<file path="src/hw/rtl/stq_pkg.sv">
// ----------------------------------------------------------------------------
// stq_pkg
// Shared types and constants for the sorted timer queue.
// ----------------------------------------------------------------------------
package stq_pkg;

	localparam int QUEUE_DEPTH = 16;
	localparam int CNT_W       = $clog2(QUEUE_DEPTH + 1);
	localparam int TIME_W      = 32;
	localparam int TAG_W       = 8;
	localparam int PEND_W      = 5;
	localparam int IN_DATA_W   = 40;
	localparam int OUT_DATA_W  = 16;

	localparam logic CMD_TICK = 1'b0;
	localparam logic CMD_ADD  = 1'b1;

	typedef struct packed {
		logic              valid;
		logic [TIME_W-1:0] expiry;
		logic [TAG_W-1:0]  tag;
	} entry_t;

	typedef struct packed {
		logic              add;
		logic              pop;
		logic [TIME_W-1:0] when;
		logic [TAG_W-1:0]  tag;
	} cell_ctrl_t;

endpackage

</file>
<file path="src/hw/rtl/stq_cell.sv">
// ----------------------------------------------------------------------------
// stq_cell
// One slot of the sorted chain: keeps, takes the new entry, shifts in from
// the left neighbor on insert, or from the right neighbor on pop.
// ----------------------------------------------------------------------------
module stq_cell import stq_pkg::*; (
	input  logic       clk,
	input  logic       arst_n,
	input  cell_ctrl_t ctrl,
	input  entry_t     left,
	input  logic       left_le,
	input  entry_t     right,
	output entry_t     cur,
	output logic       le
);

	logic              valid_q;
	logic [TIME_W-1:0] expiry_q;
	logic [TAG_W-1:0]  tag_q;
	entry_t            nxt;

	assign cur.valid  = valid_q;
	assign cur.expiry = expiry_q;
	assign cur.tag    = tag_q;
	// entry goes before the new one (ties stay ahead)
	assign le  = valid_q && (expiry_q <= ctrl.when);

	always_comb begin
		nxt = cur;
		if (ctrl.add) begin
			if (!le) begin
				if (left_le) begin
					nxt.valid  = 1'b1;
					nxt.expiry = ctrl.when;
					nxt.tag    = ctrl.tag;
				end else begin
					nxt = left;
				end
			end
		end else if (ctrl.pop) begin
			nxt = right;
		end
	end

	always_ff @(posedge clk or negedge arst_n) begin
		if (!arst_n) begin
			valid_q <= 1'b0;
		end else begin
			valid_q <= nxt.valid;
		end
	end

	always_ff @(posedge clk) begin
		expiry_q <= nxt.expiry;
		tag_q    <= nxt.tag;
	end

endmodule

</file>
<file path="src/hw/rtl/sorted_timer_queue.sv">
// ----------------------------------------------------------------------------
// sorted_timer_queue
// Timer queue held sorted by expiry in a chain of cells, with a time counter.
// ----------------------------------------------------------------------------
// Result: registered, valid on the master side in the cycle after a request is accepted.
// Throughput: one request per cycle while the master side is not stalled; every cell
// compares and shifts in the same cycle, and the head compare against now + 1 sets the tick path.
// Reset: arst_n clears the time, the count, all cell valid bits and the
// output valid; stored expiries and tags are not cleared.
module sorted_timer_queue import stq_pkg::*; (
	input  logic                  clk,
	input  logic                  arst_n,
	input  logic                  s_tvalid,
	output logic                  s_tready,
	input  logic [IN_DATA_W-1:0]  s_tdata,  // delay[31:0], tag[39:32]
	input  logic                  s_tuser,  // cmd
	output logic                  m_tvalid,
	input  logic                  m_tready,
	output logic [OUT_DATA_W-1:0] m_tdata   // fired, fired_tag[8:1], dropped, pending[14:10], 0
);

	logic [TIME_W-1:0] now_q;
	logic [CNT_W-1:0]  count_q;
	logic [CNT_W-1:0]  count_nxt;
	logic              m_tvalid_q;
	logic              fired_q;
	logic [TAG_W-1:0]  fired_tag_q;
	logic              dropped_q;
	logic [PEND_W-1:0] pending_q;

	logic              accept;
	logic              is_add;
	logic              full;
	logic              do_add;
	logic              do_pop;
	logic [TIME_W-1:0] now_next;
	logic [TIME_W-1:0] delay;
	logic [TAG_W-1:0]  tag;
	cell_ctrl_t        ctrl;

	entry_t cells [QUEUE_DEPTH];
	logic   les   [QUEUE_DEPTH];

	assign delay    = s_tdata[TIME_W-1:0];
	assign tag      = s_tdata[TIME_W+TAG_W-1:TIME_W];
	assign s_tready = !m_tvalid_q || m_tready;
	assign accept   = s_tvalid && s_tready;
	assign is_add   = (s_tuser == CMD_ADD);
	assign full     = cells[QUEUE_DEPTH-1].valid;
	assign now_next = now_q + 1'b1;
	assign do_add   = accept && is_add && !full;
	assign do_pop   = accept && !is_add && cells[0].valid && (cells[0].expiry <= now_next);

	assign ctrl.add  = do_add;
	assign ctrl.pop  = do_pop;
	assign ctrl.when = now_q + delay;
	assign ctrl.tag  = tag;

	genvar gi;
	generate
		for (gi = 0; gi < QUEUE_DEPTH; gi++) begin : g_cell
			entry_t left_e;
			entry_t right_e;
			logic   left_le;
			if (gi == 0) begin : g_first
				assign left_e  = '0;
				assign left_le = 1'b1;
			end else begin : g_mid
				assign left_e  = cells[gi-1];
				assign left_le = les[gi-1];
			end
			if (gi == QUEUE_DEPTH - 1) begin : g_last
				assign right_e = '0;
			end else begin : g_inner
				assign right_e = cells[gi+1];
			end
			stq_cell u_cell (
				.clk     (clk),
				.arst_n  (arst_n),
				.ctrl    (ctrl),
				.left    (left_e),
				.left_le (left_le),
				.right   (right_e),
				.cur     (cells[gi]),
				.le      (les[gi])
			);
		end
	endgenerate

	always_comb begin
		count_nxt = count_q;
		if (do_add) begin
			count_nxt = count_q + 1'b1;
		end else if (do_pop) begin
			count_nxt = count_q - 1'b1;
		end
	end

	always_ff @(posedge clk or negedge arst_n) begin
		if (!arst_n) begin
			now_q      <= '0;
			count_q    <= '0;
			m_tvalid_q <= 1'b0;
		end else begin
			count_q <= count_nxt;
			if (accept && !is_add) begin
				now_q <= now_next;
			end
			if (accept) begin
				m_tvalid_q <= 1'b1;
			end else if (m_tready) begin
				m_tvalid_q <= 1'b0;
			end
		end
	end

	always_ff @(posedge clk) begin
		if (accept) begin
			fired_q     <= do_pop;
			fired_tag_q <= do_pop ? cells[0].tag : '0;
			dropped_q   <= is_add && full;
			pending_q   <= PEND_W'(count_nxt);
		end
	end

	assign m_tvalid = m_tvalid_q;
	assign m_tdata  = {1'b0, pending_q, dropped_q, fired_tag_q, fired_q};

endmodule

</file>
<file path="config.mk">
export PLATFORM = sky130hd
export DESIGN_NAME = sorted_timer_queue
export DESIGN_NICKNAME = d
export VERILOG_FILES = /design/src/hw/rtl/stq_pkg.sv /design/src/hw/rtl/stq_cell.sv /design/src/hw/rtl/sorted_timer_queue.sv
export SDC_FILE = /design/constraint.sdc
export NUM_CORES = 2
export LEC_CHECK = 0
export BUFFER_PORTS_ARGS = -buffer_cell sky130_fd_sc_hd__buf_2
export CAP_MARGIN = 20
export CORE_AREA = 2 2 351 353
export DETAILED_ROUTE_END_ITERATION = 12
export DIE_AREA = 0 0 353 355
export PLACE_DENSITY = 0.62
export SYNTH_ARGS = -nofsm -noshare
export SYNTH_HDL_FRONTEND = slang
export SYNTH_SLANG_ARGS = --single-unit
</file>
<file path="constraint.sdc">
create_clock -name clk -period 10.2 [get_ports clk]
set_input_delay 1.02 -clock clk [delete_from_list [all_inputs] [get_ports clk]]
set_output_delay 1.02 -clock clk [all_outputs]
set_load 0.005 [all_outputs]
</file>
-- Word-level counts from Yosys, hierarchy flattened
Cells that the tools add are included.
- add/subtract/negate cells: 4
- muxes and demuxes: 67
- $lt $le $gt $ge: 17
- eq/ne operators: 16
- reductions and logical operators: 45
- operators by type and width (kind ; count):
    41-bit two-way mux ; 63
    32-bit less-or-equal comparator ; 17
    32-bit by 1-bit adder with 32-bit output (second input constant) ; 1
    32-bit adder ; 1
    2-bit inequality test (second input constant) ; 16
    2-bit AND reduction ; 16
    1-bit logical AND ; 23
    5-bit two-way mux ; 2
    5-bit by 1-bit adder with 5-bit output (second input constant) ; 1
    5-bit by 1-bit subtractor with 5-bit output (second input constant) ; 1
    2-bit nonzero test ; 2
    1-bit logical NOT ; 3
    1-bit two-way mux ; 2
    1-bit logical OR ; 1
- register bits: 709
- logic and storage cells: 204
- input bits: 45
- output and inout bits: 18

-- Depth between registers and ports, before layout
- depth after elaboration: 8
- mapped depth: 28
- gate-level depth less buffers: 25

-- Hierarchy
From an unflattened synthesis, not the netlist that was laid out.
- cell total of the unflattened synthesis: 5376
- area, all modules: 51787.2 um2
- modules (own cells, without submodules) (module ; area an instance (um2) ; cells each ; instances ; sequential area each (um2)):
    stq_cell ; 2914.0 ; 300 ; 16 ; 1226.2
    sorted_timer_queue ; 5162.5 ; 576 ; 1 ; 1401.3

-- Worst setup path before layout
OpenSTA, ideal clock, no wires.
- path type: input to register
- start: in s_tdata[0]
- end: reg g_cell[2].u_cell.expiry_q[0], enable pin
- buffers on the path: 3
- stages: 25
- arrival time: 8.895 ns
- slack: 0.812 ns
- required time: 9.707 ns
- setup time: 0.493 ns
- path through: ha_1 inv_1 fa_1 nand2b_1 a2111o_1 a211oi_2 nor3_4 o21ai_1 a31oi_1 o31ai_1 a21oi_1 xnor2_1 clkbuf_1 inv_1 ha_1 nand4_1 nor2_1 nand4_1 nor4b_1 o21a_1 o31a_1 nor2b_1 clkbuf_1 buf_2 o21ai_0
- longest elaborated chain between the ends: 5
- ends and longest elaborated chain (item ; RTL line ; RTL):
    start: declaration ; sorted_timer_queue.sv:15 ; input logic [IN_DATA_W-1:0] s_tdata,
    32-bit adder ; sorted_timer_queue.sv:56 ; assign ctrl.when = now_q + delay;
    32-bit less-or-equal comparator ; stq_cell.sv:26 ; assign le = valid_q && (expiry_q <= ctrl.when);
    1-bit logical AND ; stq_cell.sv:26 ;
    2-bit inequality test (no source line) ; - ;
    2-bit AND reduction (no source line) ; - ;
    end signal: assignment ; stq_cell.sv:54 ; expiry_q <= nxt.expiry;
    end: declaration ; stq_cell.sv:18 ; logic [TIME_W-1:0] expiry_q;
Every way passes these cells.
A chain may end at the register's enable or synchronous reset.

-- Worst setup path after layout
- start: reg now_q[0]
- end: reg g_cell[0].u_cell.expiry_q[8], enable pin
- longest elaborated chain between the ends: 5
- elaborated cells between the ends (all ways): 9
- those cells by class: add/sub: 2; order compare: 2; eq/ne: 1; reduce/logical: 4
- ends and longest elaborated chain (item ; RTL line ; RTL):
    start: declaration ; sorted_timer_queue.sv:22 ; logic [TIME_W-1:0] now_q;
    start signal: assignment ; sorted_timer_queue.sv:107 ; now_q <= now_next;
    32-bit adder / 32-bit by 1-bit adder with 32-bit output (equally long branches) ; sorted_timer_queue.sv:56, sorted_timer_queue.sv:50 ;
    32-bit less-or-equal comparator, on equally long branches ; stq_cell.sv:26, sorted_timer_queue.sv:52 ;
    1-bit logical AND, on equally long branches ; stq_cell.sv:26, sorted_timer_queue.sv:52 ;
    2-bit inequality test (no source line) / 2-bit nonzero test (equally long branches) ; - ;
    2-bit AND reduction (no source line) (*) ; - ;
    end signal: assignment ; stq_cell.sv:54 ;
    end: declaration ; stq_cell.sv:18 ;
Mark *: on every way between the ends. The rest lies on a longest branch, timed or not.

==> metrics.md <==
| Metric | Value |
|---|---|
| Crit start category | register |
| Die Height | 355 um |
| Ys flop type | edfxtp_1 |
| H-tree depth | 3 |
| Reg area | 21000 sq um |
| Post-Syn Nets | 5254 |
| Cell family with most CP delay | simple AND/OR/NAND/NOR gates |
| Worst-margin pin slew | 1030 ps |
| Largest net degree at the start of global routing | 167 |
| Hold-fix buffers at CTS | 0 |
| Port Buffer Count | 61 |
| Residual DRC | 0 |
| Worst VDD drop | 164 uV |
| Post-synthesis adder-cell area fraction | 13.8% |
| Syn avg cell area | just over 10 sq um |
| Post-Layout Cell Count | 6347 |
| Main combinational cell family by area after synthesis | compound AO/OA/AOI/OAI gates |
| CP Buf/Inv Count | 4 |
| Skew-Pair Late Insertion Delay | 700 ps |
| Initial Util | ~40% |
| Final ANT Viol Nets | 0 |
| Core Rows | approximately 130 |
| Crit-path slowest cell | nand2_2 |
| CTS Buf Count | 84 |
| Mux share of post-synthesis cell area | 10.8% |
| Area of the multi-input gates | 26100 sq um |
| I/O pin count | 63 |
| Setup TNS | 0 ps |
| Layout Skew | 36.6 ps |
| Power Dens Cells | approximately 220 nW/um^2 |
| CP Data Arrival Time | between 8000 and 9000 ps |
| Final slew viol count | 0 |
| Relative slew slack | between 30% and 40% |
| DR vias/cell | 5.77 |
| Initial detailed-routing violation count | 3420 |
| Placed instance area | 50600 sq um |
| Outcome | completed |
| Clock buffer depth | 3 |
| Grt total ovfl | 0 |
| Final setup violation count | 0 |
| Die area | between 100000 and 150000 sq um |
| Fin crit share | between 80% and 90% |
| Initial antenna violation count | 1 |
| Die outline width | between 300 and 400 um |
| Core Box Area | 121000 sq um |
| XOR/XNOR share of the synthesized area | 2.15% |
| FFs w/ async S/R, synth | approximately 7.6% |
| FILL cells | 11.6k |
| Syn Std Cell Area | 48400 sq um |
| Yosys warnings | 0 |
| GR Util All Layers | a little over a fifth |
| Max-Cap Viols | 0 |
| Worst hold margin | 184 ps |
| #FFs+latches synth | ~700 |
| Fmax achieved | 0.122 GHz |
| Post-CTS setup buffer count | 0 |
| Final hold vios | 0 |
| Root buffer cell | clkbuf_16 |
| Overall power | between 0.01 and 0.015 W |
| Routed len/inst | roughly 22 um |
| GPL Wtd Cong | 0.876 |
| Final min period | 8190 ps |
| Worst Path Required | 10610 ps |
| First-pass DRT Iterations | 7 |
| Area Overhead vs Synth | 10.3% |
| Critical path endpoint category | register |
| Layout cells sized above 1 | 7.41% |
| Yosys top cell by area | edfxtp_1 |
| Dpl cells | 6188 |
| Post-DP HPWL | 99700 um |
| Nets | around 5.2k |
| Vias | 36.6k |
| Ranking of synthesized cells by area | edfxtp_1 (41%), ha_1 (14%), mux2i_1 (11%) |
| Hold Crit Class | input pin to asynchronous set/reset pin |
| CP peak stage delay | 630 ps |
| RSZ-0062 raised after global routing | false |
| Final instance area | 53300 sq um |
| Reg clk slew, reported paths | 60 ps |
| Top-area cell type share of the netlist area | slightly above 40% |
| LEAKAGE | between 20 and 25 nW |
| Synth cell count leaders | nand2_1 (710), edfxtp_1 (655), o21ai_0 (531) |
| Post-synthesis cell type count | between 80 and 90 |
| Top-count cell post-synth | nand2_1 |
| Num Clock Sinks | 709 |
| # resized after CTS | 0 |
| Post-synth EDFFs | about 660 |
| Number of global-route vias before repair | between 30k and 40k |
| Synth Area in Simple Gates | 11.9% |
| Mapped Cells | 4681 |
| Sequential share of the synthesized area | 43.5% |
| TritonCTS clock tree | built |
| Setup Crit Path Kind | register to register |
| Complex-gate fraction of the synthesized area | 14.8% |
| Critical-path maximum fanout | 21 |
| First-pass GRT wire length | roughly 210000 um |
| Total wire length | approximately 140000 um |
## cell type report
class	instances	share of cell area, %
inverter	78	0.549
multi-input combinational	3612	48.8
clock inverter	52	0.978
clock buffer	105	4.15
timing repair buffer	165	2.26
tap	1625	3.81
sequential	709	39.4
antenna	1	0.00469
## cell usage in the layout, fill, tap and decap left out, drive strengths merged, types with 54 or more instances in the layout
| cell type | instances |
|---|---|
| buf | 165 |
| o211ai | 89 |
| mux2i | 523 |
| ha | 527 |
| nor2 | 146 |
| a21o | 153 |
| inv | 80 |
| dfrtp | 54 |
| nand2 | 710 |
| edfxtp | 655 |
| o21ai | 571 |
| nor2b | 58 |
| xnor2 | 68 |
| clkbuf | 105 |
| nand4 | 108 |
| o21a | 55 |
| nand3 | 114 |
| a21oi | 152 |
## report_power, final
group          leakage (nW)  switching [W]  internal (W)  total [W]
sequential             6.70       0.000323       0.00370    0.00402
clock                  1.33        0.00131       0.00175    0.00306
combinational          15.0        0.00270       0.00174    0.00444
## stage by stage
step                      util (%)  worst slack (ps)
final                         43.9              2010
after global routing          43.9              1640
after CTS                     43.9              2040
after detailed placement      41.7              1470
after global placement        41.5              1590
after floorplan                  -               812
## path summary, 6_finish.rpt
check                      depth (start not counted)  slack (ps)  startpoint                      endpoint
setup / recovery                                  26        2010    now_q[0]  g_cell[0].u_cell.expiry_q[8]
max in group asynchronous                          2        8990      arst_n                    count_q[2]
setup reg to reg                                  26        2010    now_q[0]  g_cell[0].u_cell.expiry_q[8]
min in group clk                                   1         470  count_q[4]                    count_q[4]
hold reg to reg                                    1         470  count_q[4]                    count_q[4]
hold / removal                                     1         180      arst_n                     now_q[12]
## per-layer routing
layer / wire (um) / GRT usage [%] / up-vias
met5: 0 / 0 / -
met4: 4590 / 7.31 / 0
met3: 7840 / 2.72 / 240
li1: - / - / 17500
met1: 63200 / 30.2 / 17700
met2: 61200 / 34.1 / 1175
## kinds of logic (layout without fill, tap and decap cells)
logic type	Yosys count	in the layout
and+or+nand+nor	1282	1282
adders and majority gates	533	533
xor gates and xnor gates	106	106
muxes	524	524
buffers and inverters	360	400
DFF	709	709
other	1	2
AOI/OAI and AO/OA	1166	1166
## registers in the layout (all words and copies together) (netlist names), 5 cells and up
signal,flops
g_cell.u_cell.expiry_q,512
g_cell.u_cell.tag_q,128
now_q,32
g_cell.u_cell.valid_q,16
fired_tag_q,8
count_q,5
pending_q,5
No activity file was read; power rests on OpenSTA's default activity.
